[config.mk]
export PLATFORM = sky130hd
export DESIGN_NAME = opvd_decode
export DESIGN_NICKNAME = d
export VERILOG_FILES = /design/src/rtl/core/opvd_pkg.sv /design/src/rtl/core/opvd_decode.sv
export SDC_FILE = /design/constraint.sdc
export NUM_CORES = 1
export LEC_CHECK = 0
export ABC_AREA = 1
export BUFFER_PORTS_ARGS = -buffer_cell sky130_fd_sc_hd__buf_4
export CAP_MARGIN = 20
export CORE_AREA = 2 2 97 99
export DETAILED_ROUTE_END_ITERATION = 10
export DIE_AREA = 0 0 99 101
export MAX_ROUTING_LAYER = met4
export PLACE_DENSITY = 0.63
export SETUP_SLACK_MARGIN = 0.02
export SYNTH_ARGS = -nofsm -noshare
export SYNTH_HDL_FRONTEND = slang
export SYNTH_SLANG_ARGS = --single-unit
[constraint.sdc]
create_clock -name vclk -period 5
set_input_delay 0.25 -clock vclk [all_inputs]
set_output_delay 0.25 -clock vclk [all_outputs]
set_load 0.03 [all_outputs]
[src/rtl/core/opvd_pkg.sv]
// shared types and constants of the pid value decoder
// no dependencies
package opvd_pkg;

   localparam int PID_ENTRIES = 256;
   localparam int IDX_W       = (PID_ENTRIES > 1) ? $clog2(PID_ENTRIES) : 1;

   localparam int CSR_ADDR_W  = 2;
   localparam int CSR_DATA_W  = 32;
   localparam logic [CSR_ADDR_W-1:0] REG_REPLY_ID_ADDR = '0;

   localparam logic [10:0] RESET_REPLY_ID = 11'h7E8;
   localparam logic [31:0] RESET_VALUE    = 32'hFFFF_FF38;

   // conversion codes, 14 and 15 fall to the raw byte
   localparam logic [3:0] CONV_SBYTE      = 4'd0;
   localparam logic [3:0] CONV_TEMP       = 4'd1;
   localparam logic [3:0] CONV_TRIM       = 4'd2;
   localparam logic [3:0] CONV_BYTE_X10   = 4'd3;
   localparam logic [3:0] CONV_BYTE_X3    = 4'd4;
   localparam logic [3:0] CONV_PERCENT    = 4'd5;
   localparam logic [3:0] CONV_BYTE       = 4'd6;
   localparam logic [3:0] CONV_WORD       = 4'd7;
   localparam logic [3:0] CONV_WORD_X10   = 4'd8;
   localparam logic [3:0] CONV_WORD_DIV4  = 4'd9;
   localparam logic [3:0] CONV_WORD_RAW0  = 4'd10;
   localparam logic [3:0] CONV_WORD_RAW1  = 4'd11;
   localparam logic [3:0] CONV_WORD_RAW2  = 4'd12;
   localparam logic [3:0] CONV_LONG       = 4'd13;

   typedef struct packed {
      logic [10:0] can_id;
      logic [7:0]  pid;
      logic [3:0]  conversion;
      logic [7:0]  data_first;
      logic [7:0]  data_second;
      logic [7:0]  data_third;
      logic [7:0]  data_fourth;
   } opvd_req_type;

   typedef struct packed {
      logic [7:0]         pid_out;
      logic signed [31:0] value;
      logic               changed;
   } opvd_rsp_type;

   typedef struct packed {
      logic             en;
      logic [IDX_W-1:0] idx;
      logic [31:0]      data;
   } opvd_wr_type;

   function automatic logic [IDX_W-1:0] pid_index(input logic [7:0] pid);
      return IDX_W'(pid % PID_ENTRIES);
   endfunction

endpackage

[src/rtl/core/opvd_decode.sv]
// conversion of one reply frame's payload bytes to an engineering value
// depends on opvd_pkg
module opvd_decode
   import opvd_pkg::*;
(
   input  opvd_req_type frame,
   output logic [31:0]  value_out
);

   logic [7:0]         b0;
   logic [15:0]        word;
   logic signed [15:0] s16;
   logic signed [15:0] prod16;
   logic signed [15:0] quo16;
   logic               round_up;
   logic [15:0]        pct_num;
   logic [7:0]         pct_est;
   logic [15:0]        pct_rem;
   logic [7:0]         pct_quo;

   assign b0   = frame.data_first;
   assign word = {frame.data_first, frame.data_second};

   // signed byte * 100 / 128, truncated toward zero
   assign s16      = {{8{b0[7]}}, b0};
   assign prod16   = (s16 <<< 6) + (s16 <<< 5) + (s16 <<< 2);
   assign round_up = prod16[15] && (prod16[6:0] != 7'd0);
   assign quo16    = (prod16 >>> 7) + $signed({15'd0, round_up});

   // byte * 100 / 255: n/256 is at most one below the quotient
   assign pct_num = {b0, 6'd0} + {1'b0, b0, 5'd0} + {6'd0, b0, 2'd0};
   assign pct_est = pct_num[15:8];
   assign pct_rem = pct_num - {pct_est, 8'd0} + {8'd0, pct_est};
   assign pct_quo = pct_est + {7'd0, (pct_rem >= 16'd255)};

   always_comb begin
      unique case (frame.conversion) inside
         CONV_SBYTE:     value_out = {{24{b0[7]}}, b0};
         CONV_TEMP:      value_out = {24'd0, b0} - 32'd40;
         CONV_TRIM:      value_out = {{16{quo16[15]}}, quo16} - 32'd100;
         CONV_BYTE_X10:  value_out = {21'd0, b0, 3'd0} + {23'd0, b0, 1'b0};
         CONV_BYTE_X3:   value_out = {23'd0, b0, 1'b0} + {24'd0, b0};
         CONV_PERCENT:   value_out = {24'd0, pct_quo};
         CONV_WORD, CONV_WORD_RAW0, CONV_WORD_RAW1, CONV_WORD_RAW2:
                         value_out = {16'd0, word};
         CONV_WORD_X10:  value_out = {13'd0, word, 3'd0} + {15'd0, word, 1'b0};
         CONV_WORD_DIV4: value_out = {18'd0, word[15:2]};
         CONV_LONG:      value_out = {frame.data_first, frame.data_second,
                                      frame.data_third, frame.data_fourth};
         default:        value_out = {24'd0, b0};
      endcase
   end

endmodule

==> results.toml <==
[status]
status = "finished clean"

[synth]
synth.avg_cell_area_um2 = 5.648
synth_seq_area_share = 0
syn-instance-count = 702
synth_top_cell_by_area = "ha_1"
syn_nets = 827
synth_area_leaders = "ha_1 (18%), nand2_1 (18%), nand3_1 (9.5%)"
synth_top_area_frac = 0.1830
synth_area_um2 = 3965
synth_cell_type_count = 48
yosys_warnings = 0

[die]
fp.dieW_um = 99
coreArea_um2 = 8977
ioPinCount = 87
fp.dieH_um = 101
die-area_um2 = 9999
initial_utilization = 0.4417
num_rows = 35

[finish]
diodes = 0
clkbuf_count = 0
seq_cells = 0
synthToLayoutAreaGrowth_pct = 24.55
nets = 917
mostFrequentLayoutCell = "nand2_1"
final_cell_mix = "nand2_1 (179), buf_4 (99), inv_1 (92), nand3_1 (71), nor2_1 (62)"
drive_gt1_frac = 0.2013
regArea_um2 = 0
fillers = 934

[critical_path]
cp_max_fo = 7
cp_slowest_cell = "fa_2"
crit_type = "input port to primary output"
critPathMaxStageDelay_ns = 0.61
cp.required_ns = 4.75
critPathCaptureType = "primary output"
startpoint_type = "input port"
cp_data_arrival_time_ns = 4.52

[sta]
period_needed_ns = 4.771
timing.final.crit_share = 0.9542
final_hold_viol_count = 0
fmax_mhz = 209.6
finalSetupViolCount = 0
maxSlewHeadroom = 0.5504
worst_slew_pin_slew_ns = 0.6721
hold-worst-slack_ns = 0.8742
drv_slew = 0
fin_setup_tns_ns = 0

[detailed_routing]
finalWirelength_um = 15500
ant_nets = 0
wl_per_cell_um = 17.20
vias = 5194
drtIter0Drc = 364
drtPass1Iterations = 5
avgViaCountPerCell = 5.765
drc = 0

[global_route]
grt_overflow = 0
grt_use_total = 0.3069
grt_max_degree = 24
grt_pass1_wl_um = 24270
antenna_found_initial = 0
grt_pass1_vias = 4703

[power_and_ir_drop]
ir_drop_mv = 0.1328
power-per-cell-area_nw_per_um2 = 213.3
p_leak_nw = 2.623

[placed_design]
portBuffers = 68
hpwl_um = 12680
gp_congestion = 0.9798

[job]
cap_viol_max_count = 0

[hold_path]
min_path_type = "input port to primary output"

[clock_network]
cts_hold_buf = 0
per-layer routing:
| metal | GRT usage | routed length, um | vias to the layer above |
|---|---|---|---|
| met3 | 0.02219 | 1001 | 14 |
| li1 | - | - | 2549 |
| met5 | - | 0 | - |
| met1 | 0.4426 | 7347 | 2436 |
| met2 | 0.4865 | 7011 | 195 |
| met4 | 0.03267 | 138 | 0 |
worst paths after layout:
kind              slack (ns)            end  startpoint  cells past startpoint
setup / recovery        0.23   value_out[4]   frame[28]                     29
hold / removal          0.87  value_out[12]   frame[12]                      4
metrics by stage:
| stage | instances | area [um^2] | util | power, mW | worst slack (ns) |
|---|---|---|---|---|---|
| floorplan | 702 | 3965 | - | 0.6315 | 0.1706 |
| global placement | 897 | 4747 | 0.5288 | 0.9215 | 0.08315 |
| detailed placement | 897 | 4747 | 0.5288 | 0.9351 | -0.0009250 |
| CTS | 897 | 4760 | 0.5302 | 0.9451 | 0.05005 |
| global route | 901 | 4938 | 0.5501 | 1.160 | -0.008741 |
| finish | 901 | 4938 | 0.5501 | 1.053 | 0.2292 |
critical path, delay by kind of cell:
family / cells / cell delay [ns]
AOI/OAI and AO/OA: 3 / 0.36
adders and majority gates: 5 / 1.55
and+or+nand+nor: 16 / 1.75
buffers and inverters: 5 / 0.63
area by class of cell:
cell class / count / area (um^2) / area share
inverters: 99 / 371.6 / 0.07525
multi-input cells: 592 / 3685 / 0.7461
repair buffers: 99 / 743.2 / 0.1505
well taps: 111 / 138.9 / 0.02812
synth_stat cells, drive strengths merged:
cell type,instances
o21ai,40
nor3,3
nand2b,2
a21oi,57
and3,1
a21boi,2
or3,1
or2,5
o22ai,4
o211ai,13
a211oi,6
nor2,68
nand3b,3
a41oi,2
o21bai,1
nor3b,1
nand3,77
xnor2,4
ha,58
clkbuf,3
a21o,4
nand2,196
a22oi,2
o21a,2
o2111ai,4
a31o,1
buf,8
nand4,18
o221ai,2
clkinv,1
xor2,3
fa,12
inv,98
what timing repair did:
action	CTS	global route
setup endpoints to repair	2	7
endpoints found under the hold margin	0	0
resized for setup	2	33
buffers inserted	0	4
pin swaps	0	15
cells by family after synthesis:
family / count (synthesis) / synth area share
adders and majority gates: 70 / 0.2436
and+or+nand+nor: 375 / 0.4206
xor gates and xnor gates: 7 / 0.01546
AOI/OAI and AO/OA: 140 / 0.2089
buffers and inverters: 110 / 0.1114
power by group:
group	leakage (nW)	total (mW)	switching [mW]	internal (mW)
logic	2.62	1.05	0.641	0.412
registers	0	0	0	0
clock network	0	0	0	0
total	2.62	1.05	0.641	0.412
No activity file was read; power rests on OpenSTA's default activity.
